$ cat src/design/conjugate_gradient_solver_assert.svh
// Assertion macros used by the solver top level.
`ifndef CONJUGATE_GRADIENT_SOLVER_ASSERT_SVH
`define CONJUGATE_GRADIENT_SOLVER_ASSERT_SVH

// Same-cycle implication, checked outside reset.
`define CGS_ASSERT_IMP(lbl, ante, cons, msg) \
	lbl: assert property (@(posedge clk) disable iff (!arst_n) (ante) |-> (cons)) \
		else $error(msg);

// Next-cycle implication, checked outside reset.
`define CGS_ASSERT_NXT(lbl, ante, cons, msg) \
	lbl: assert property (@(posedge clk) disable iff (!arst_n) (ante) |=> (cons)) \
		else $error(msg);

`endif

$ cat src/design/cgs_pkg.sv
// Shared types, codes and helpers of the conjugate gradient solver.
package cgs_pkg;

	localparam int VAL_W     = 32;
	localparam int ACC_W     = 64;
	localparam int FIELD_W   = 3;
	localparam int CFG_IDX_W = 8;

	localparam logic [1:0] FUNC_LOAD_A = 2'd0;
	localparam logic [1:0] FUNC_LOAD_B = 2'd1;
	localparam logic [1:0] FUNC_START  = 2'd2;

	localparam logic [CFG_IDX_W-1:0] REG_MAX_ITER = 8'd0;
	localparam logic [CFG_IDX_W-1:0] REG_EPS      = 8'd1;

	localparam logic [1:0] SRC_R = 2'd0;
	localparam logic [1:0] SRC_P = 2'd1;

	localparam logic [1:0] DST_AR = 2'd0;
	localparam logic [1:0] DST_AP = 2'd1;

	localparam logic [1:0] DOT_RR  = 2'd0;
	localparam logic [1:0] DOT_PAP = 2'd1;
	localparam logic [1:0] DOT_PAR = 2'd2;
	localparam logic [1:0] DOT_PR  = 2'd3;

	typedef enum logic [3:0] {
		OP_NOP,
		OP_WRA,
		OP_WRB,
		OP_INIT,
		OP_LOADV,
		OP_MAC,
		OP_STORE,
		OP_DOT,
		OP_SHIFT,
		OP_MULP,
		OP_WRP,
		OP_MULX,
		OP_WRX,
		OP_MULR,
		OP_WRR,
		OP_SHIFTX
	} cell_op_t;

	typedef struct packed {
		cell_op_t                  op;
		logic [1:0]                sel;
		logic [FIELD_W-1:0]        row;
		logic [FIELD_W-1:0]        col;
		logic signed [VAL_W-1:0]   scalar;
	} cgs_ctrl_t;

	function automatic logic signed [VAL_W-1:0] sat32(input logic signed [ACC_W-1:0] v);
		logic signed [ACC_W-1:0] hi;
		logic signed [ACC_W-1:0] lo;
		hi = ACC_W'(64'sh0000_0000_7FFF_FFFF);
		lo = ACC_W'(-64'sh0000_0000_8000_0000);
		if (v > hi) begin
			return VAL_W'(hi);
		end else if (v < lo) begin
			return VAL_W'(lo);
		end
		return v[VAL_W-1:0];
	endfunction

endpackage

$ cat src/design/cgs_cell.sv
// One solver cell: a matrix row, one element of each vector and a multiplier.
module cgs_cell
	import cgs_pkg::*;
#(
	parameter int DIM       = 8,
	parameter int FRAC_BITS = 16,
	parameter int CELL_IDX  = 0
) (
	input  logic                     clk,
	input  logic                     arst_n,
	input  cgs_ctrl_t                ctrl,
	input  logic signed [VAL_W-1:0]  v_in,
	output logic signed [VAL_W-1:0]  v_out,
	input  logic signed [ACC_W-1:0]  t_in,
	output logic signed [ACC_W-1:0]  t_out,
	input  logic signed [VAL_W-1:0]  x_in,
	output logic signed [VAL_W-1:0]  x_out
);

	localparam int CW = (DIM > 1) ? $clog2(DIM) : 1;

	logic signed [VAL_W-1:0] row_mem [DIM];
	logic signed [VAL_W-1:0] rd_q;
	logic [CW-1:0]           col_q;

	logic signed [VAL_W-1:0] x_q, r_q, p_q, ap_q, ar_q, rhs_q, v_q;
	logic signed [VAL_W-1:0] a_s1, b_s1;
	logic                    mul_s1, mac_s1, mul_s2, mac_s2;
	logic signed [ACC_W-1:0] prod_s2;
	logic signed [ACC_W-1:0] acc_q, term_q;
	logic signed [ACC_W-1:0] prod_sh;
	logic signed [VAL_W-1:0] mul_a;
	logic                    row_hit;
	logic                    wr_a;

	assign row_hit = (32'(ctrl.row) == CELL_IDX);
	assign wr_a    = (ctrl.op == OP_WRA) && row_hit && (32'(ctrl.col) < DIM);
	assign mul_a   = mac_s1 ? rd_q : a_s1;
	assign prod_sh = prod_s2 >>> FRAC_BITS;

	assign v_out = v_q;
	assign t_out = term_q;
	assign x_out = x_q;

	always_ff @(posedge clk) begin
		if (wr_a) begin
			row_mem[CW'(ctrl.col)] <= ctrl.scalar;
		end
		if (ctrl.op == OP_MAC) begin
			rd_q <= row_mem[col_q];
		end
	end

	always_ff @(posedge clk or negedge arst_n) begin
		if (!arst_n) begin
			mul_s1 <= 1'b0;
			mac_s1 <= 1'b0;
			mul_s2 <= 1'b0;
			mac_s2 <= 1'b0;
			col_q  <= '0;
		end else begin
			mul_s1 <= (ctrl.op == OP_MAC) || (ctrl.op == OP_DOT) || (ctrl.op == OP_MULP) ||
				(ctrl.op == OP_MULX) || (ctrl.op == OP_MULR);
			mac_s1 <= (ctrl.op == OP_MAC);
			mul_s2 <= mul_s1;
			mac_s2 <= mac_s1;
			if (ctrl.op == OP_LOADV) begin
				col_q <= CW'(CELL_IDX);
			end else if (ctrl.op == OP_MAC) begin
				col_q <= (32'(col_q) == DIM - 1) ? '0 : col_q + 1'b1;
			end
		end
	end

	always_ff @(posedge clk) begin
		prod_s2 <= ACC_W'(mul_a) * ACC_W'(b_s1);
		if (mul_s2) begin
			if (mac_s2) begin
				acc_q <= acc_q + prod_sh;
			end else begin
				term_q <= prod_sh;
			end
		end
		case (ctrl.op)
			OP_WRB: begin
				if (row_hit) begin
					rhs_q <= ctrl.scalar;
				end
			end
			OP_INIT: begin
				x_q  <= '0;
				r_q  <= rhs_q;
				p_q  <= rhs_q;
				ap_q <= '0;
			end
			OP_LOADV: begin
				v_q   <= (ctrl.sel == SRC_P) ? p_q : r_q;
				acc_q <= '0;
			end
			OP_MAC: begin
				b_s1 <= v_q;
				v_q  <= v_in;
			end
			OP_STORE: begin
				if (ctrl.sel == DST_AP) begin
					ap_q <= sat32(acc_q);
				end else begin
					ar_q <= sat32(acc_q);
				end
			end
			OP_DOT: begin
				case (ctrl.sel)
					DOT_RR: begin
						a_s1 <= r_q;
						b_s1 <= r_q;
					end
					DOT_PAP: begin
						a_s1 <= p_q;
						b_s1 <= ap_q;
					end
					DOT_PAR: begin
						a_s1 <= p_q;
						b_s1 <= ar_q;
					end
					default: begin
						a_s1 <= p_q;
						b_s1 <= r_q;
					end
				endcase
			end
			OP_SHIFT: begin
				term_q <= t_in;
			end
			OP_MULP, OP_MULX: begin
				a_s1 <= ctrl.scalar;
				b_s1 <= p_q;
			end
			OP_MULR: begin
				a_s1 <= ctrl.scalar;
				b_s1 <= ap_q;
			end
			OP_WRP: begin
				p_q <= sat32(ACC_W'(r_q) + term_q);
			end
			OP_WRX: begin
				x_q <= sat32(ACC_W'(x_q) + term_q);
			end
			OP_WRR: begin
				r_q <= sat32(ACC_W'(r_q) - term_q);
			end
			OP_SHIFTX: begin
				x_q <= x_in;
			end
			default: begin
			end
		endcase
	end

endmodule

$ cat config.mk
export PLATFORM = sky130hd
export DESIGN_NAME = cgs_cell
export DESIGN_NICKNAME = d
export VERILOG_FILES = /design/src/design/conjugate_gradient_solver_assert.svh /design/src/design/cgs_pkg.sv /design/src/design/cgs_cell.sv
export SDC_FILE = /design/constraint.sdc
export NUM_CORES = 2
export LEC_CHECK = 0
export BUFFER_PORTS_ARGS = -buffer_cell sky130_fd_sc_hd__buf_4
export CAP_MARGIN = 10
export CORE_UTILIZATION = 40
export DETAILED_ROUTE_END_ITERATION = 10
export PLACE_DENSITY_LB_ADDON = 0.3
export SLEW_MARGIN = 10
export SYNTH_ARGS = -nofsm -noshare
export SYNTH_HDL_FRONTEND = slang
export SYNTH_SLANG_ARGS = --single-unit
$ cat constraint.sdc
create_clock -name clk -period 20.7 [get_ports clk]
set_clock_uncertainty 0.15 [all_clocks]
set_input_delay 3.105 -clock clk [delete_from_list [all_inputs] [get_ports clk]]
set_output_delay 3.105 -clock clk [all_outputs]
set_load 0.005 [all_outputs]
======== After elaboration in Yosys (flattened, before gate mapping) ========
Memories as Yosys holds them, arrays and structs flattened. A register that Yosys moved wholly into a read port is not among the register bits.
Index checks and enable logic that the tools add are counted.
cells by class
  add/subtract/negate cells ............... 5
  $mul .................................... 1
  magnitude comparators ................... 8
  equality and inequality tests ........... 20
  multiplexer cells ....................... 48
  bitwise operators ....................... 1
  reductions and logical operators ........ 22
operators with widths
  cell                  number
  $mux 32               17
  $pmux 32 s2           6
  $gt 64x32->1 const B  4
  $lt 64x32->1 const B  4
  $mux 64               3
  $add 32x64->64        2
  $pmux 32 s4           1
  $pmux 32 s3           1
  $add 64x48->64        1
  $mul 32x32->64        1
  $sub 32x64->64        1
  $eq 4x4->1 const B    8
  $mux 1                17
  $eq 4x3->1 const B    4
  $reduce_bool 2->1     6
  $reduce_and 2->1      5
  $mux 3                3
  $eq 4x2->1 const B    2
  $eq 4x1->1 const B    1
  $logic_or 1x1->1      4
  $reduce_bool 4->1     1
  $add 3x1->3 const B   1
  $eq 3x3->1 const B    1
  $logic_not 3->1       1
  10 further kinds      10
storage, ports and cells
  flip-flop bits (word level) ............. 487
  bits in writable memories ............... 256
  input port bits ......................... 174
  word-level logic and storage cells ...... 123
  memories ................................ 1
memories
  name     words  width  read ports  clocked after Yosys merged registers in  write ports  RTL line        source
  row_mem  8      32     1           1                                        1            cgs_cell.sv:22  logic signed [VAL_W-1:0] row_mem [DIM];

======== Depth between registers and ports, before layout ========
  depth after elaboration ................. 8
  mapped depth ............................ 33
  gate-level depth less buffers ........... 30

======== Worst setup path after synthesis ========
Ideal clock, no wire load.
  kind .................................... register to register
  start ................................... register mac_s1
  end ..................................... register prod_s2[60]
  setup time .............................. 72 ps
  data arrival time ....................... 8547 ps
  slack ................................... 11931 ps
  stages on the path, launching flop included .. 30
  buffers on the path ..................... 3
  clock period less this slack ............ 8769 ps
  cells stage by stage .................... dfrtp_1 -> clkbuf_1 -> buf_1 -> mux2_2 -> clkbuf_1 -> and2_1 -> fa_1 -> fa_1 -> inv_1 -> fa_1 -> fa_1 -> inv_1 -> fa_1 -> fa_1 -> fa_1 -> fa_1 -> ha_1 -> and3_1 -> a31oi_1 -> o21ai_0 -> a221oi_1 -> o21ai_0 -> a31oi_1 -> a31oi_1 -> a221o_1 -> a31oi_1 -> a21oi_1 -> a21o_1 -> a21oi_1 -> xnor2_1
on the way
  word-level cells in the longest chain between the ends .. 2
ends and longest elaborated chain
  item                    RTL line        source
  start, declared         cgs_cell.sv:28  logic mul_s1, mac_s1, mul_s2, mac_s2;
  start signal, assigned  cgs_cell.sv:64  mac_s1 <= (ctrl.op == OP_MAC);
  $mux 32                 cgs_cell.sv:38  assign mul_a = mac_s1 ? rd_q : a_s1;
  $mul 32x32->64          cgs_cell.sv:76  prod_s2 <= ACC_W'(mul_a) * ACC_W'(b_s1);
  end signal, assigned    cgs_cell.sv:76
  end, declared           cgs_cell.sv:29  logic signed [ACC_W-1:0] prod_s2;
Every way passes these cells.
A chain may end at the register's enable or synchronous reset.

======== Worst setup path after layout ========
Same ends and word-level chain as after synthesis.

==> results by group <==
Synth
  – Ys async rst share: 0.00922
  – EDFF count, synth: between 600 and 700
  – #FFs+latches synth: between 700 and 800
  – Synth cell types: 103
  – Post-synth top area cell: fa_1
  – Share of the synthesized area in the top cell type: 0.261
  – Synth Flop Type: edfxtp_1
  – Syn Area/Cell: 9.72 um2
  – Synth Instances: 8573
  – Synth warn: 0
  – Post-synthesis sequential area ratio: 0.260
  – Syn_nets: 10.3k
  – Area contributors post-synth: fa_1 (26%), edfxtp_1 (23%), ha_1 (6.6%)
  – Post-synthesis instance area: 83300 um2

Global route
  – Met1 Use GR: 0.367
  – Met2 GRT Util: 0.466
  – Gr ovfl total: 0
  – M3 GR Usage: 0.0327
  – Vias in the first global route: roughly 67k
  – Maximum number of pins on one net before global-route repair: 89
  – GRT Overall Usage: 0.290
  – Initial antenna violation count: 25
  – GRT Max-Usage Layer: met2
  – Global-route wire length before repair: 448000 um

Final layout
  – FILL cells: between 15k and 20k
  – Multi-input combinational cell area: approximately 56000 um2
  – Commonest non-fill, non-tap cell in the layout: nand2_1
  – Most frequent cells in the layout: nand2_1 (1172), inv_1 (1091), fa_1 (1085)
  – Fraction of layout cells with a size suffix above 1: 0.0928
  – Register Area: roughly 22000 um2
  – Layout area overhead: 9.48%
  – Fin nets: 10.3k

Clock network
  – Clock buffer depth: 3
  – Post-CTS resize count: 0
  – Reg clk slew, reported paths: 0.06 ns
  – Worst-Skew Late Latency: roughly 0.73 ns
  – CTS tree: built
  – Root buf cell: clkbuf_16
  – Post-CTS setup buffers: 0
  – CTS Hold Bufs: 0
  – H-tree Lvls: 3
  – CTS Sinks: between 700 and 800
  – TritonCTS Buffers: 83

Status
  – Status: finished, final reports clean

Timing
  – Final period util: 0.473
  – Unrepaired setup endpoints after global routing: no
  – Fin. max-slew vios: 0
  – Post-route worst setup slack: 10.91 ns
  – Worst relative slew slack: 0.166
  – Final setup fails: 0
  – Fmax: 102 MHz
  – Worst Tran Pin Value: 1.25 ns
  – Min Tclk post-route: 9.79 ns
  – Setup TNS: 0 ns
  – Final hold vios: 0

Worst setup path
  – Crit path launch type: register
  – Critical Path RT: 21.18 ns
  – Crit Path Class: register to register
  – Worst EP arrival: between 10 and 15 ns
  – Critical Path Fanout Max: 33
  – Setup crit end kind: register

Placed design
  – Post-Place Setup Slack: about 11 ns
  – Number of buffers inserted by port buffering: 301
  – Detailed placer's ending HPWL: around 240000 um
  – Routability congestion estimate: 0.991

Routing
  – Vias/cell: 5.71
  – Drt wl/cell: approximately 27 um
  – Post-DRT Antenna Nets: 0
  – Initial DRC count: 6279
  – Wirelength, routed: 305000 um
  – DRC errors left: 0
  – DR pass1 iterations: 8
  – Via count: around 66k

Flow run
  – Max-Cap Viols: 0

Worst hold path
  – HP Class: register to register

Die
  – Die ar.: 210000 um2
  – Die Y: ~460 um
  – Core area: 207000 um2
  – Boundary pin count: slightly above 300
  – Starting Density: 0.402
  – Die width: 458 um
  – # rows: 167
[metrics by stage]
stage / utilization / std cells / hold slack (ns) / area, um2
after floorplan: - / 8573 / 0.181 / 83300
after global placement: 0.426 / 11300 / 0.189 / 88300
after detailed placement: 0.426 / 11300 / 0.193 / 88300
after CTS: 0.440 / 11500 / 0.202 / 91100
after global routing: 0.440 / 11500 / 0.230 / 91200
final: 0.440 / 11500 / 0.201 / 91200
[cell usage after synthesis, drive strengths merged (64+ instances only)]
cell type,number
nand2,1174
mux2,71
mux2i,73
nand3,96
a21o,172
clkbuf,417
a22oi,128
mux4,64
o21ai,310
nor3,112
nand4,86
inv,1095
a211oi,85
and2,533
ha,437
nor2b,82
xnor2,180
edfxtp,640
fa,1085
dfxtp,112
nor2,317
nor4,66
a21oi,454
[logic make-up (layout without fill, tap and decap cells)]
logic type,count (synthesis),count (layout),synth area share
other cells,0,16,0
simple gates,2706,2706,0.158
flops,759,759,0.260
mux,208,208,0.0357
compound gates,1577,1577,0.124
buf+inv,1566,1670,0.0715
xor+xnor,235,235,0.0247
fa+ha+maj,1522,1522,0.326
[final timing paths]
kind,start,to,slack (ns),cells past startpoint
setup / recovery,mac_s1,prod_s2[60],10.91,27
hold / removal,mul_s1,mul_s2,0.20,0
setup reg to reg,mac_s1,prod_s2[60],10.91,27
hold reg to reg,mul_s1,mul_s2,0.20,0
max in group asynchronous,arst_n,col_q[0],18.11,1
min in group asynchronous,arst_n,mac_s2,2.08,1
[routing by layer]
| layer | vias to the layer above | wire (um) |
|---|---|---|
| met1 | 33400 | 120000 |
| met2 | 2723 | 141000 |
| met5 | - | 59 |
| li1 | 28800 | - |
| met4 | 8 | 24000 |
| met3 | 654 | 19500 |
[worst max-delay path, cell delays in order (launching register included)]
cell	delay, ns
dfrtp_1	0.32
buf_4	0.40
mux2_2	0.70
and2_1	0.32
fa_1	0.53
inv_1	0.05
fa_1	0.47
fa_1	0.58
fa_1	0.45
fa_1	0.54
inv_1	0.05
fa_1	0.51
fa_1	0.54
fa_1	0.42
ha_1	0.38
a21oi_1	0.25
o31ai_1	0.10
a21oi_1	0.15
o21ai_0	0.10
a21o_1	0.31
a31oi_1	0.51
a31oi_1	0.29
a221o_1	0.52
a31oi_1	0.30
a21oi_1	0.16
a21o_1	0.22
a21oi_1	0.18
xnor2_1	0.13
[area by class of cell]
cell class                      count  share of cell area
Clock buffer                       99              0.0239
Inverter                         1098              0.0452
Timing Repair Buffer              416              0.0342
Antenna cell                       16            0.000439
Tap cell                         2788              0.0383
Clock inverter                     57             0.00775
Multi-Input combinational cell   6248               0.613
Sequential cell                   759               0.237
[state kept, by name, summed over array words and instances (netlist names)]
name,flops
row_mem,256
acc_q,64
t_out,64
prod_s2,48
a_s1,32
ap_q,32
ar_q,32
b_s1,32
p_q,32
r_q,32
rd_q,32
rhs_q,32
v_out,32
x_out,32
col_q,3
mac_s1,1
mac_s2,1
mul_s1,1
mul_s2,1
Power is not shown: default switching activity piles up to over one toggle a cycle in this logic, so the estimate is an artifact.
