[src/design/conjugate_gradient_solver_assert.svh]
// Assertion macros used by the solver top level.
`ifndef CONJUGATE_GRADIENT_SOLVER_ASSERT_SVH
`define CONJUGATE_GRADIENT_SOLVER_ASSERT_SVH

// Same-cycle implication, checked outside reset.
`define CGS_ASSERT_IMP(lbl, ante, cons, msg) \
	lbl: assert property (@(posedge clk) disable iff (!arst_n) (ante) |-> (cons)) \
		else $error(msg);

// Next-cycle implication, checked outside reset.
`define CGS_ASSERT_NXT(lbl, ante, cons, msg) \
	lbl: assert property (@(posedge clk) disable iff (!arst_n) (ante) |=> (cons)) \
		else $error(msg);

`endif

[src/design/cgs_pkg.sv]
// Shared types, codes and helpers of the conjugate gradient solver.
package cgs_pkg;

	localparam int VAL_W     = 32;
	localparam int ACC_W     = 64;
	localparam int FIELD_W   = 3;
	localparam int CFG_IDX_W = 8;

	localparam logic [1:0] FUNC_LOAD_A = 2'd0;
	localparam logic [1:0] FUNC_LOAD_B = 2'd1;
	localparam logic [1:0] FUNC_START  = 2'd2;

	localparam logic [CFG_IDX_W-1:0] REG_MAX_ITER = 8'd0;
	localparam logic [CFG_IDX_W-1:0] REG_EPS      = 8'd1;

	localparam logic [1:0] SRC_R = 2'd0;
	localparam logic [1:0] SRC_P = 2'd1;

	localparam logic [1:0] DST_AR = 2'd0;
	localparam logic [1:0] DST_AP = 2'd1;

	localparam logic [1:0] DOT_RR  = 2'd0;
	localparam logic [1:0] DOT_PAP = 2'd1;
	localparam logic [1:0] DOT_PAR = 2'd2;
	localparam logic [1:0] DOT_PR  = 2'd3;

	typedef enum logic [3:0] {
		OP_NOP,
		OP_WRA,
		OP_WRB,
		OP_INIT,
		OP_LOADV,
		OP_MAC,
		OP_STORE,
		OP_DOT,
		OP_SHIFT,
		OP_MULP,
		OP_WRP,
		OP_MULX,
		OP_WRX,
		OP_MULR,
		OP_WRR,
		OP_SHIFTX
	} cell_op_t;

	typedef struct packed {
		cell_op_t                  op;
		logic [1:0]                sel;
		logic [FIELD_W-1:0]        row;
		logic [FIELD_W-1:0]        col;
		logic signed [VAL_W-1:0]   scalar;
	} cgs_ctrl_t;

	function automatic logic signed [VAL_W-1:0] sat32(input logic signed [ACC_W-1:0] v);
		logic signed [ACC_W-1:0] hi;
		logic signed [ACC_W-1:0] lo;
		hi = ACC_W'(64'sh0000_0000_7FFF_FFFF);
		lo = ACC_W'(-64'sh0000_0000_8000_0000);
		if (v > hi) begin
			return VAL_W'(hi);
		end else if (v < lo) begin
			return VAL_W'(lo);
		end
		return v[VAL_W-1:0];
	endfunction

endpackage

[src/design/cgs_div.sv]
// Serial restoring divider for the fixed-point step quotients.
module cgs_div
	import cgs_pkg::*;
#(
	parameter int FRAC_BITS = 16
) (
	input  logic                     clk,
	input  logic                     arst_n,
	input  logic                     start,
	input  logic signed [ACC_W-1:0]  num,
	input  logic signed [ACC_W-1:0]  den,
	output logic                     busy,
	output logic                     done,
	output logic signed [VAL_W-1:0]  quo
);

	localparam int DW = ACC_W + FRAC_BITS;
	localparam int NW = $clog2(DW + 1);

	logic [DW-1:0]    q_q;
	logic [ACC_W:0]   rem_q;
	logic [ACC_W-1:0] ud_q;
	logic             neg_q;
	logic [NW-1:0]    cnt_q;
	logic [ACC_W:0]   rem_sh;
	logic [ACC_W:0]   rem_sub;
	logic [ACC_W-1:0] un, ud;
	logic             sat;
	logic [VAL_W-1:0] q_lo;

	assign un      = num[ACC_W-1] ? ACC_W'(-num) : ACC_W'(num);
	assign ud      = den[ACC_W-1] ? ACC_W'(-den) : ACC_W'(den);
	assign rem_sh  = {rem_q[ACC_W-1:0], q_q[DW-1]};
	assign rem_sub = rem_sh - {1'b0, ud_q};
	assign sat     = |q_q[DW-1:VAL_W-1];
	assign q_lo    = {1'b0, q_q[VAL_W-2:0]};

	always_comb begin
		if (sat) begin
			quo = neg_q ? {1'b1, {(VAL_W-1){1'b0}}} : {1'b0, {(VAL_W-1){1'b1}}};
		end else begin
			quo = neg_q ? VAL_W'(-q_lo) : q_lo;
		end
	end

	always_ff @(posedge clk or negedge arst_n) begin
		if (!arst_n) begin
			busy  <= 1'b0;
			done  <= 1'b0;
			cnt_q <= '0;
		end else begin
			done <= 1'b0;
			if (start) begin
				busy  <= 1'b1;
				cnt_q <= NW'(DW);
			end else if (busy) begin
				cnt_q <= cnt_q - 1'b1;
				if (cnt_q == NW'(1)) begin
					busy <= 1'b0;
					done <= 1'b1;
				end
			end
		end
	end

	always_ff @(posedge clk) begin
		if (start) begin
			q_q   <= {un, {FRAC_BITS{1'b0}}};
			rem_q <= '0;
			ud_q  <= ud;
			neg_q <= num[ACC_W-1] ^ den[ACC_W-1];
		end else if (busy) begin
			if (!rem_sub[ACC_W]) begin
				rem_q <= rem_sub;
				q_q   <= {q_q[DW-2:0], 1'b1};
			end else begin
				rem_q <= rem_sh;
				q_q   <= {q_q[DW-2:0], 1'b0};
			end
		end
	end

endmodule

[config.mk]
export PLATFORM = sky130hd
export DESIGN_NAME = cgs_div
export DESIGN_NICKNAME = d
export VERILOG_FILES = /design/src/design/conjugate_gradient_solver_assert.svh /design/src/design/cgs_pkg.sv /design/src/design/cgs_div.sv
export SDC_FILE = /design/constraint.sdc
export NUM_CORES = 1
export LEC_CHECK = 0
export ABC_AREA = 1
export BUFFER_PORTS_ARGS = -buffer_cell sky130_fd_sc_hd__buf_2
export CORE_MARGIN = 5
export CORE_UTILIZATION = 35
export CTS_CLUSTER_SIZE = 8
export DETAILED_ROUTE_END_ITERATION = 8
export GPL_ROUTABILITY_DRIVEN = 0
export PLACE_DENSITY_LB_ADDON = 0.1
export SLEW_MARGIN = 20
export SYNTH_ARGS = -nofsm -noshare
export SYNTH_HDL_FRONTEND = slang
export SYNTH_SLANG_ARGS = --single-unit
[constraint.sdc]
create_clock -name clk -period 4.4 [get_ports clk]
set_clock_uncertainty 0.15 [all_clocks]
set_input_delay 0 -clock clk [delete_from_list [all_inputs] [get_ports clk]]
set_output_delay 0 -clock clk [all_outputs]
set_load 0.02 [all_outputs]
# Yosys cells after proc, flatten, opt, wreduce, memory -nomap -nowiden
# Cells that the tools add are included.
[classes] n_addsub=5 n_mul=0 div=0 n_lt_le_gt_ge=0 n_eq_ne=1 shifts=0 mux=17 n_bitwise=1 reduce_logical=2
[op_table] operator="two-way mux 80 bit" count=2
[op_table] operator="two-way mux 64 bit" count=2
[op_table] operator="negation 64 bit" count=2
[op_table] operator="two-way mux 32 bit" count=3
[op_table] operator="subtractor 65 x 64 -> 65 bit" count=1
[op_table] operator="two-way mux 63 bit" count=1
[op_table] operator="OR reduction 49 bit" count=1
[op_table] operator="negation 31 -> 32 bit" count=1
[op_table] operator="two-way mux 7 bit" count=2
[op_table] operator="== test 7 x 1 -> 1 bit (second input constant)" count=1
[op_table] operator="two-way mux 1 bit" count=7
[op_table] operator="subtractor 7 x 1 -> 7 bit (second input constant)" count=1
[op_table] operator="nonzero test 2 bit" count=1
[op_table] operator="bitwise XOR 1 bit" count=1
[word_totals] ff_bits=218 latchBits=0 ramBits=0 romBits=0 inputBits=131 out_inout_bits=34 wordCells=35 n_memories=0

# Longest topological paths before layout
# Gate-level depths: netlist of run 1.
[logic_depth] ltp_word=4 depth_mapped=20

# Least setup slack after synthesis of run 1
# No wires, ideal clock.
[synth_path] kind="register -> register" from="register busy" to="register q_q[16] (enable)" arrival_ns=2.692 required_time_ns=3.797 setup_slack_ns=1.104 stages_incl_launch_ff=4 path_buffers=1 period_less_slack_ns=3.296 path_cell_list="dfrtp_1 nor2_1 clkinv_1 clkbuf_1"
[synth_via] elab_chain_len=1
[synth_lines] element="start, declared" line="cgs_div.sv:12" source="output logic busy,"
[synth_lines] element="start signal, assigned" line="cgs_div.sv:48" source="busy <= 1'b0;"
[synth_lines] element="start signal, assigned" line="cgs_div.sv:54" source="busy <= 1'b1;"
[synth_lines] element="start signal, assigned" line="cgs_div.sv:59" source="busy <= 1'b0;"
[synth_lines] element="nonzero test 2 bit (no source line)"
[synth_lines] element="end signal, assigned" line="cgs_div.sv:68" source="q_q <= {un, {FRAC_BITS{1'b0}}};"
[synth_lines] element="end signal, assigned" line="cgs_div.sv:75" source="q_q <= {q_q[DW-2:0], 1'b1};"
[synth_lines] element="end signal, assigned" line="cgs_div.sv:78" source="q_q <= {q_q[DW-2:0], 1'b0};"
[synth_lines] element="end, declared" line="cgs_div.sv:20" source="logic [DW-1:0] q_q;"
# Every way passes these cells.
# A chain may end at the register's enable or synchronous reset.

# Worst setup path in the final report of run 1
[layout_path] from="register q_q[79]" to="register rem_q[44]"
[layout_via] elab_chain_len=2
[layout_lines] element="subtractor 65 x 64 -> 65 bit" line="cgs_div.sv:34" source="assign rem_sub = rem_sh - {1'b0, ud_q};"
[layout_lines] element="two-way mux 64 bit" line="cgs_div.sv:73" source="if (!rem_sub[ACC_W]) begin"
[layout_lines] element="end signal, assigned" line="cgs_div.sv:74" source="rem_q <= rem_sub;"
[layout_lines] element="end signal, assigned" line="cgs_div.sv:77" source="rem_q <= rem_sh;"
[layout_lines] element="end, declared" line="cgs_div.sv:21" source="logic [ACC_W:0] rem_q;"
# Every way passes these cells.

==> results of run 1 <==
synthesized netlist by cell type, drive strengths merged:
master	n	area (um2)
o41ai	1	8.76
a22o	1	8.76
a21o	1	7.51
nand2	1252	4770
o22ai	23	144
nor3	56	312
clkinv	3	11.3
xor2	79	692
nor2	303	1190
dfrtp	9	225
or2	11	68.8
fa	1	20.0
a32o	1	10.0
nor3b	2	15.0
a21oi	94	485
nand3	223	1150
edfxtp	129	3870
o211ai	4	30.0
and3	3	18.8
o21bai	6	45.0
nand3b	20	150
o32ai	2	17.5
o21ai	137	693
clkbuf	45	169
a31oi	4	25.0
xnor2	34	298
a31o	1	8.76
buf	26	149
inv	651	2440
ha	69	863
nor4	41	257
o31ai	3	22.5
nand4	60	375
dfxtp	80	1600
cell type report:
| cell class | instances | share of cell area |
|---|---|---|
| Multi-Input combinational cell | 2432 | 0.478 |
| Sequential cell | 218 | 0.233 |
| Timing Repair Buffer | 343 | 0.107 |
| Inverter | 654 | 0.100 |
| Clock buffer | 58 | 0.0410 |
| Tap cell | 765 | 0.0391 |
| Antenna cell | 7 | 0.000716 |
| Clock inverter | 2 | 0.000563 |
per-stage QoR:
| stage | setup WS (ns) | utilization | instances | power [uW] |
|---|---|---|---|---|
| finish | 0.912 | 0.426 | 4479 | 6230 |
| global route | 0.615 | 0.426 | 4475 | 6520 |
| CTS | 0.899 | 0.426 | 4472 | 6280 |
| detailed placement | 0.934 | 0.379 | 4246 | 3570 |
| global placement | 1.00 | 0.379 | 4246 | 3580 |
| floorplan | 1.10 | - | 3375 | 3130 |
registers in the layout, summed over array words and instances, names as in the netlist:
name / flops
neg_q: 1
busy: 1
q_q: 80
ud_q: 64
rem_q: 64
cnt_q: 7
done: 1
report_power, final:
part / internal [uW] / total [uW] / switching (uW)
logic: 462 / 1270 / 809
registers: 2330 / 2410 / 75.1
clock network: 1540 / 2550 / 1010
what timing repair did:
item                      in CTS  in global routing
hold endpoints to repair     141                  0
hold buffers                 166                  0
resized for setup              0                  0
worst paths after layout:
kind | depth (start not counted) | from | to
min in group asynchronous | 3 | arst_n | done
min | 2 | den[0] | ud_q[0]
max in group asynchronous | 3 | arst_n | cnt_q[4]
max reg2reg | 19 | q_q[79] | rem_q[44]
max | 19 | q_q[79] | rem_q[44]
min reg2reg | 2 | rem_q[44] | rem_q[44]
per-layer routing:
metal  wire length [um]  vias to the layer above  GRT usage  share of wire
met5                 27                        -          0        0.00036
met4               2780                        4     0.0783          0.037
met3               3410                      146     0.0295          0.045
met2              35100                      537      0.400           0.47
met1              33900                     9700      0.302           0.45
li1                   -                    11200          -              -
kinds of logic after synthesis:
| group | after synthesis | share of synthesized area |
|---|---|---|
| xor+xnor | 113 | 0.0491 |
| compound gates | 278 | 0.0747 |
| fa+ha+maj | 70 | 0.0438 |
| flops | 218 | 0.283 |
| simple gates | 1971 | 0.412 |
| buf+inv | 725 | 0.138 |
==> reports/metrics.cfg, run 1 <==
[outcome]
status=finished clean

[route]
antenna_left=0
wire_per_inst_um=16.8
route.detailed.drc=0
drt_iter0_markers=1459
drtPass1Iterations=6
via_per_inst=4.81
vias=21600
drt-total-wl_um=75300

[synth]
synth_fp_nets=3576
netlist_area_um2=20200
syn_inst=3375
ys_seq_elements=218
synthDistinctLibCells=51
yosysSeqAreaShare=0.283
syn_area_per_cell_um2=5.97
yosysWarnings=0

[grt]
grt_pass1_vias=20900
antenna_found_initial=9
grt_pass1_wl_um=116000
grt-ovfl-total=0
grt_max_degree=117
grt_usage=0.232

[setup_path]
cp_slowest_cell=nand2_2
critPathLaunchType=flip-flop
endpoint_kind=flip-flop
path_max_fanout=40
worstPathArrival_ns=3.74
critPathMaxStageDelay_ns=0.69
crit_chain=inv_1, ha_1, fa_1, inv_1, nand2_1, nand2_1, nand3_1, nand2_2, nand2_1, nand2_2, nand2_2, nand2_2, nand2_4, nand2_4, nand2_4, nand2_2, nand2_1, nand3_1, nand2_1
path_class=flip-flop to flip-flop
required_ns=4.66
path_buf_inv=2
reg2reg_setup_slack_ns=0.91
cpLargestDelayFamily=simple AND/OR/NAND/NOR gates

[timing]
hold_viol=0
maxSlewViolCount=0
tightest_slew_ns=1.01
fin_crit_sh=0.793
post-route-min-period_ns=3.49
rsz0062_at_grt=false
tns_ns=0
max-slew-margin-rel=0.326
hold_slack_ns=0.0897
max_clock_freq_mhz=287
setup_viol=0

[clocking]
cts_tree=yes
clockRootBuffer=clkbuf_16
path_clk_slew_ns=0.05
cts_max_path_buffers=3
cts_setup_buffers=0
cts_buffers=34
htreeDepth=2
insertion_delay_ns=0.56
cts.sinks=218

[die]
core-area_um2=57400
floorplan.rows=88
die_h_um=250
fp.dieW_um=250
initial_core_util=0.351
ios=165
floorplan.die_area_um2=62500

[cells_and_area]
multiInputGateArea_um2=11700
drive_above_1_share=0.0763
finalNetCount=3884
layout_commonest_cell=nand2_1
final_area_um2=24500
seq_area_um2=5700
syn_to_final_growth_pct=21.3
final_cell_mix=nand2_1 (1234), inv_1 (642), nor2_1 (288), nand3_1 (220), dlygate4sd3_1 (166)
num-fill-cells=6242

[place]
hpwl_um=59500
placed_area_um2=21800
io_buffers=164

[pwr]
ir_worst_vdd_mv=0.243
powerDensity_nw_per_um2=255
leakagePower_uw=0.0126

[run]
drv_cap=0

[hold_path]
hold_class=input port to flip-flop

No activity file was read; power rests on OpenSTA's default activity.
==> run 2, diff against run 1 <==
clock period = 3.11 ns   (was 4.4 ns; I/O delays follow)
==> run 2 against run 1 <==
Effect of this change: clock power up 41%; critical path depth down 5; sequential power up 41%; worst hold slack worse by 0.026 ns; core utilization up 0.99 points; register-to-register slack worse by 0.75 ns; flip-flop and latch count unchanged; highest routed layer is now met4.
==> reports/metrics.cfg, run 2 (same netlist as run 1, synthesis figures left out) <==
[timing]
max_clock_freq_mhz=331
fin_ws_ns=0.0846  ; -0.827 ns
tns_ns=0  ; unchanged
tightest_slew_ns=0.969  ; -0.0403 ns
hold_slack_ns=0.0637  ; -0.0261 ns
post-route-min-period_ns=3.03
fin_crit_sh=0.973
rsz0062_at_grt=true
setup_viol=0  ; unchanged
maxSlewViolCount=0  ; unchanged
max-slew-margin-rel=0.353  ; +0.0269
hold_viol=0  ; unchanged

[setup_path]
worstPathArrival_ns=3.16  ; -0.58 ns
rr_startpoint=q_q[79]
reg2reg_setup_slack_ns=0.16  ; -0.75 ns
critPathLaunchType=input port
path_class=input port to flip-flop
path_max_fanout=5  ; -88%
ff2ff_path_depth=17  ; -2
r2r_end=rem_q[34]
required_ns=3.25  ; -1.41 ns
endpoint_kind=flip-flop

[die]
floorplan.rows=88  ; unchanged
ios=165  ; unchanged
die_h_um=250  ; unchanged
fp.dieW_um=250  ; unchanged
initial_core_util=0.351  ; unchanged
core-area_um2=57400  ; unchanged
floorplan.die_area_um2=62500  ; unchanged

[pwr]
comb_power_share=0.210  ; +0.006
leakagePower_uw=0.0129  ; +2.4%
powerDensity_nw_per_um2=354  ; +39%
seqPwrFrac=0.385  ; -0.002
p_clk_frac=0.405  ; -0.004
swShare=0.308  ; +0.00353
power_switching_uw=2730  ; +44%
ir_worst_vdd_mv=0.361  ; +49%
intPower_uw=6130  ; +42%
p_total_uw=8860  ; +42%

[cells_and_area]
finalNetCount=3944  ; +1.5%
largest_register_ffs=80  ; unchanged
drive_above_1_share=0.0873  ; +0.0109
syn_to_final_growth_pct=24.1
final_cell_mix=nand2_1 (1233), inv_1 (643), nor2_1 (287), nand3_1 (220), dlygate4sd3_1 (185)
largest_register=q_q
top_regs=q_q x80, rem_q x64, ud_q x64
layout_commonest_cell=nand2_1
fin_cells=4542  ; +1.4%

[clocking]
cts_tree=yes
cts_max_path_buffers=3  ; unchanged
cts.sinks=218  ; unchanged
clockRootBuffer=clkbuf_16
htreeDepth=2  ; unchanged
cts_buffers=34  ; unchanged
path_clk_slew_ns=0.05  ; about the same
insertion_delay_ns=0.54  ; -0.02 ns

[grt]
grt_usage=0.236  ; +0.00413
antenna_found_initial=6  ; -3
grt_max_degree=66  ; -44%
grt_pass1_wl_um=118000  ; +1.9%
grt-ovfl-total=0  ; unchanged
grt_pass1_vias=21200  ; +1.3%

[outcome]
status=finished clean

[place]
hpwl_um=61700  ; +3.7%
dp_worst_setup_slack_ns=0.132  ; -0.801 ns
dp_cells=4287  ; +0.97%
io_buffers=164  ; unchanged

[route]
wire_per_inst_um=16.9  ; +0.55%
antenna_left=0  ; unchanged
route.detailed.drc=0  ; unchanged
via_per_inst=4.83  ; +0.29%
drt-total-wl_um=76700  ; +2.0%
drtPass1Iterations=5  ; -1
vias=21900  ; +1.7%
drt_iter0_markers=1642  ; +13%

[hold_path]
holdPathStages=2  ; unchanged
hold_class=input port to flip-flop
holdCritStartpoint=den[0]
min_to=ud_q[0]

[run]
drv_cap=0  ; unchanged

[run 2: cell count changes in the layout (fill, tap and decap cells not counted), sizes merged]
cell,change
diode,+1
inv,+2
dlygate4sd3,+19
buf,+41
[run 2: timing repair]
| action | CTS | global route |
|---|---|---|
| setup buffers | 0 | 0 |
| setup endpoints to repair | 0 | 41 |
| hold endpoints to repair | 170 | 0 |
| hold buffers | 185 | 0 |
| resized for setup | 0 | 9 |
[run 2: power groups by stage]
stage	clock network, uW	registers, uW	logic (uW)
after floorplan	0	3420	1010
after global placement	0	3460	1650
after detailed placement	0	3460	1630
after CTS	3700	3410	1840
after global routing	3800	3430	2040
final	3590	3410	1860
[run 2: final cells by class]
cell class	instances	area, um2
inverter	654	2460
clock inverter	4	38.8
tap	765	957
clock buffer	58	972
sequential	218	5700
multi-input combinational	2432	11700
antenna	8	20.0
fill	6305	32300
timing repair buffer	403	3150
[run 2: critical path, stage by stage]
cell	delay [ns]
dlygate4sd3_1	0.53
buf_2	0.14
inv_1	0.11
nand3_1	0.14
nor2_2	0.13
nand4_1	0.22
nor3_2	0.43
nand2_1	0.15
nor2_1	0.29
nand2_1	0.08
nand2_1	0.14
nand2_1	0.10
xor2_1	0.15
dlygate4sd3_1	0.54
[run 2: metrics by stage]
stage / cell area, um2 / util
6_report: 25000 / 0.436
5_1_grt: 25000 / 0.436
4_1_cts: 25000 / 0.435
3_5_place_dp: 22100 / 0.385
3_3_place_gp: 22100 / 0.385
2_1_floorplan: 20200 / -
[run 2: worst max-delay path by stage]
stage / startpoint / endpoint / slack, ns / cells past startpoint
after floorplan: q_q[79] / rem_q[54] / 0.65 / 20
after global placement: q_q[79] / rem_q[34] / 0.11 / 17
after detailed placement: q_q[79] / rem_q[34] / 0.13 / 17
after CTS: q_q[0] / quo[30] / 0.007 / 13
after global routing: den[0] / ud_q[53] / -0.02 / 14
final: den[0] / ud_q[53] / 0.08 / 14
[run 2: metal layers]
layer / GRT usage / wire (um)
met1: 0.314 / 34900
met5: 0 / 0
met3: 0.0259 / 3300
met2: 0.401 / 35600
met4: 0.0834 / 2930
==> run 3, diff against run 2 <==
CORE_UTILIZATION = 40   (was 35)
==> run 3 against run 2 <==
Effect of this change: via count rose by 2.8%; count of clock-buffer cells in the layout fell by 1; worst hold slack got worse by 0.056 ns; sequential power barely moved; critical path depth rose by 1; first-iteration DRC count rose by 7.6%; total power rose by 0.63%; clock power rose by 1%; wire length fell by 2.1%; non-clock buffer count rose by 2.
==> reports/metrics.cfg, run 3 (same netlist as run 1, synthesis figures left out) <==
[route]
drt-total-wl_um=75100  ; -2.1%
wire_per_inst_um=16.9  ; about the same
drt_iter0_markers=1766  ; +7.6%
vias=22500  ; +2.8%
route.detailed.drc=0  ; unchanged
antenna_left=0  ; unchanged
via_per_inst=5.07  ; +5.0%
drtPass1Iterations=6  ; +1

[cells_and_area]
final_core_util=0.502  ; +0.0653
layout_commonest_cell=nand2_1
fin_cells=4450  ; -2.0%
drive_above_1_share=0.0909  ; +0.00364
largest_register=q_q
num-fill-cells=5250  ; -17%
largest_register_ffs=80  ; unchanged
finalNetCount=3948  ; +0.10%
final_cell_mix=nand2_1 (1232), inv_1 (643), nor2_1 (282), nand3_1 (218), dlygate4sd3_1 (190)
top_regs=q_q x80, rem_q x64, ud_q x64
syn_to_final_growth_pct=24.3

[timing]
fin_ws_ns=0.114  ; +0.0296 ns
maxSlewViolCount=0  ; unchanged
setup_viol=0  ; unchanged
tns_ns=0  ; unchanged
rsz0062_at_grt=true
tightest_slew_ns=0.976  ; +0.00694 ns
max-slew-margin-rel=0.349  ; -0.00464
max_clock_freq_mhz=334  ; +0.99%
post-route-min-period_ns=3.00  ; -0.0296 ns
fin_crit_sh=0.963  ; -0.00952
hold_viol=0  ; unchanged

[outcome]
status=finished clean

[pwr]
comb_power_share=0.210  ; about the same
intPower_uw=6140  ; +0.18%
seqPwrFrac=0.383  ; -0.002
powerDensity_nw_per_um2=356  ; +0.48%
p_total_uw=8910  ; +0.63%
swShare=0.311  ; +0.00310
leakagePower_uw=0.0129  ; about the same
ir_worst_vdd_mv=0.408  ; +13%
p_clk_frac=0.407  ; +0.002
power_switching_uw=2770  ; +1.6%

[die]
fp.dieW_um=234  ; -6.2%
floorplan.rows=82  ; -6.8%
die_h_um=234  ; -6.2%
initial_core_util=0.403  ; +0.0520
ios=165  ; unchanged
core-area_um2=50000  ; -13%
floorplan.die_area_um2=55000  ; -12%

[setup_path]
critPathLaunchType=input port
required_ns=3.26  ; about the same
path_class=input port to flip-flop
path_max_fanout=5  ; unchanged
worstPathArrival_ns=3.15  ; about the same
endpoint_kind=flip-flop

[clocking]
cts.sinks=218  ; unchanged
clockRootBuffer=clkbuf_16
cts_tree=yes
htreeDepth=2  ; unchanged
insertion_delay_ns=0.56  ; +0.02 ns
cts_max_path_buffers=3  ; unchanged
path_clk_slew_ns=0.05  ; about the same
cts_buffers=34  ; unchanged

[place]
dp_cells=4188  ; -2.3%
hpwl_um=58200  ; -5.7%
dp_worst_setup_slack_ns=0.181  ; +0.0481 ns
io_buffers=164  ; unchanged

[hold_path]
hold_class=input port to flip-flop

[grt]
grt-ovfl-total=0  ; unchanged
grt_usage=0.265  ; +0.0290
grt_pass1_vias=21700  ; +2.2%
grt_max_degree=106  ; +61%
antenna_found_initial=4  ; -2
grt_pass1_wl_um=116000  ; -2.2%

[run]
drv_cap=0  ; unchanged

==> run 3: cell count changes in the layout (fill, tap and decap cells not counted), moves of 3 or more <==
cell	change
nor2_1	-5
nand3_2	+3
buf_6	+3
nor2_4	+4
buf_4	-5
dlygate4sd3_1	+5
==> run 3: layout make-up <==
type	instances	area, um2	share of cell area
Antenna cell	6	15.0	0.000599
Clock buffer	57	967	0.0386
Clock inverter	4	62.6	0.00250
Inverter	654	2460	0.0980
Multi-Input combinational cell	2434	11800	0.473
Sequential cell	218	5700	0.227
Tap cell	672	841	0.0335
Timing Repair Buffer	405	3170	0.127
==> run 3: final timing paths <==
path                           start         to  slack [ns]  cells past startpoint
min in group asynchronous     arst_n   cnt_q[5]        0.34                      3
max in group asynchronous     arst_n   cnt_q[3]        2.16                      3
setup reg to reg             q_q[79]  rem_q[60]        0.21                     19
hold / removal                num[2]    q_q[29]       0.007                      6
setup / recovery              den[2]   ud_q[53]        0.11                     15
hold reg to reg            rem_q[35]  rem_q[35]        0.33                      2
==> run 3: what timing repair did <==
action	4_1_cts	5_1_grt
gates resized for setup	1	31
pin swaps	0	4
hold buffers	190	0
setup endpoints to repair	5	65
cloned	0	2
hold endpoints to repair	160	0
setup buffers	0	3
==> run 3: worst max-delay path, cell delays in order <==
cell and delay, ns:
dlygate4sd3_1 0.56, buf_2 0.13, inv_1 0.09, nand3_1 0.17, nor2_2 0.18, nand4_1 0.10, buf_4 0.18, nor3_2 0.31
nand2_1 0.12, nor2_1 0.27, nand2_1 0.09, nand2_1 0.15, nand2_1 0.08, xor2_1 0.15, dlygate4sd3_1 0.56
==> run 3: metal layers <==
layer | vias to the layer above | GRT usage | routed length, um
li1 | 11300 | - | -
met1 | 10400 | 0.335 | 32000
met2 | 669 | 0.462 | 36000
met3 | 168 | 0.0352 | 4000
met4 | 0 | 0.102 | 3150
met5 | - | 0 | 0
==> run 3: metrics by stage <==
step	area (um2)	hold slack [ns]
after CTS	24900	0.00171
after global routing	25100	0.0354
final	25100	0.00740
after floorplan	20200	-0.446
after detailed placement	21900	-0.271
after global placement	21900	-0.281
==> run 3: power groups by stage <==
stage / combinational (uW) / clock [uW] / sequential (uW)
CTS: 1830 / 3720 / 3410
global route: 2060 / 3840 / 3440
global placement: 1590 / 0 / 3460
finish: 1870 / 3630 / 3420
floorplan: 1010 / 0 / 3420
detailed placement: 1600 / 0 / 3470
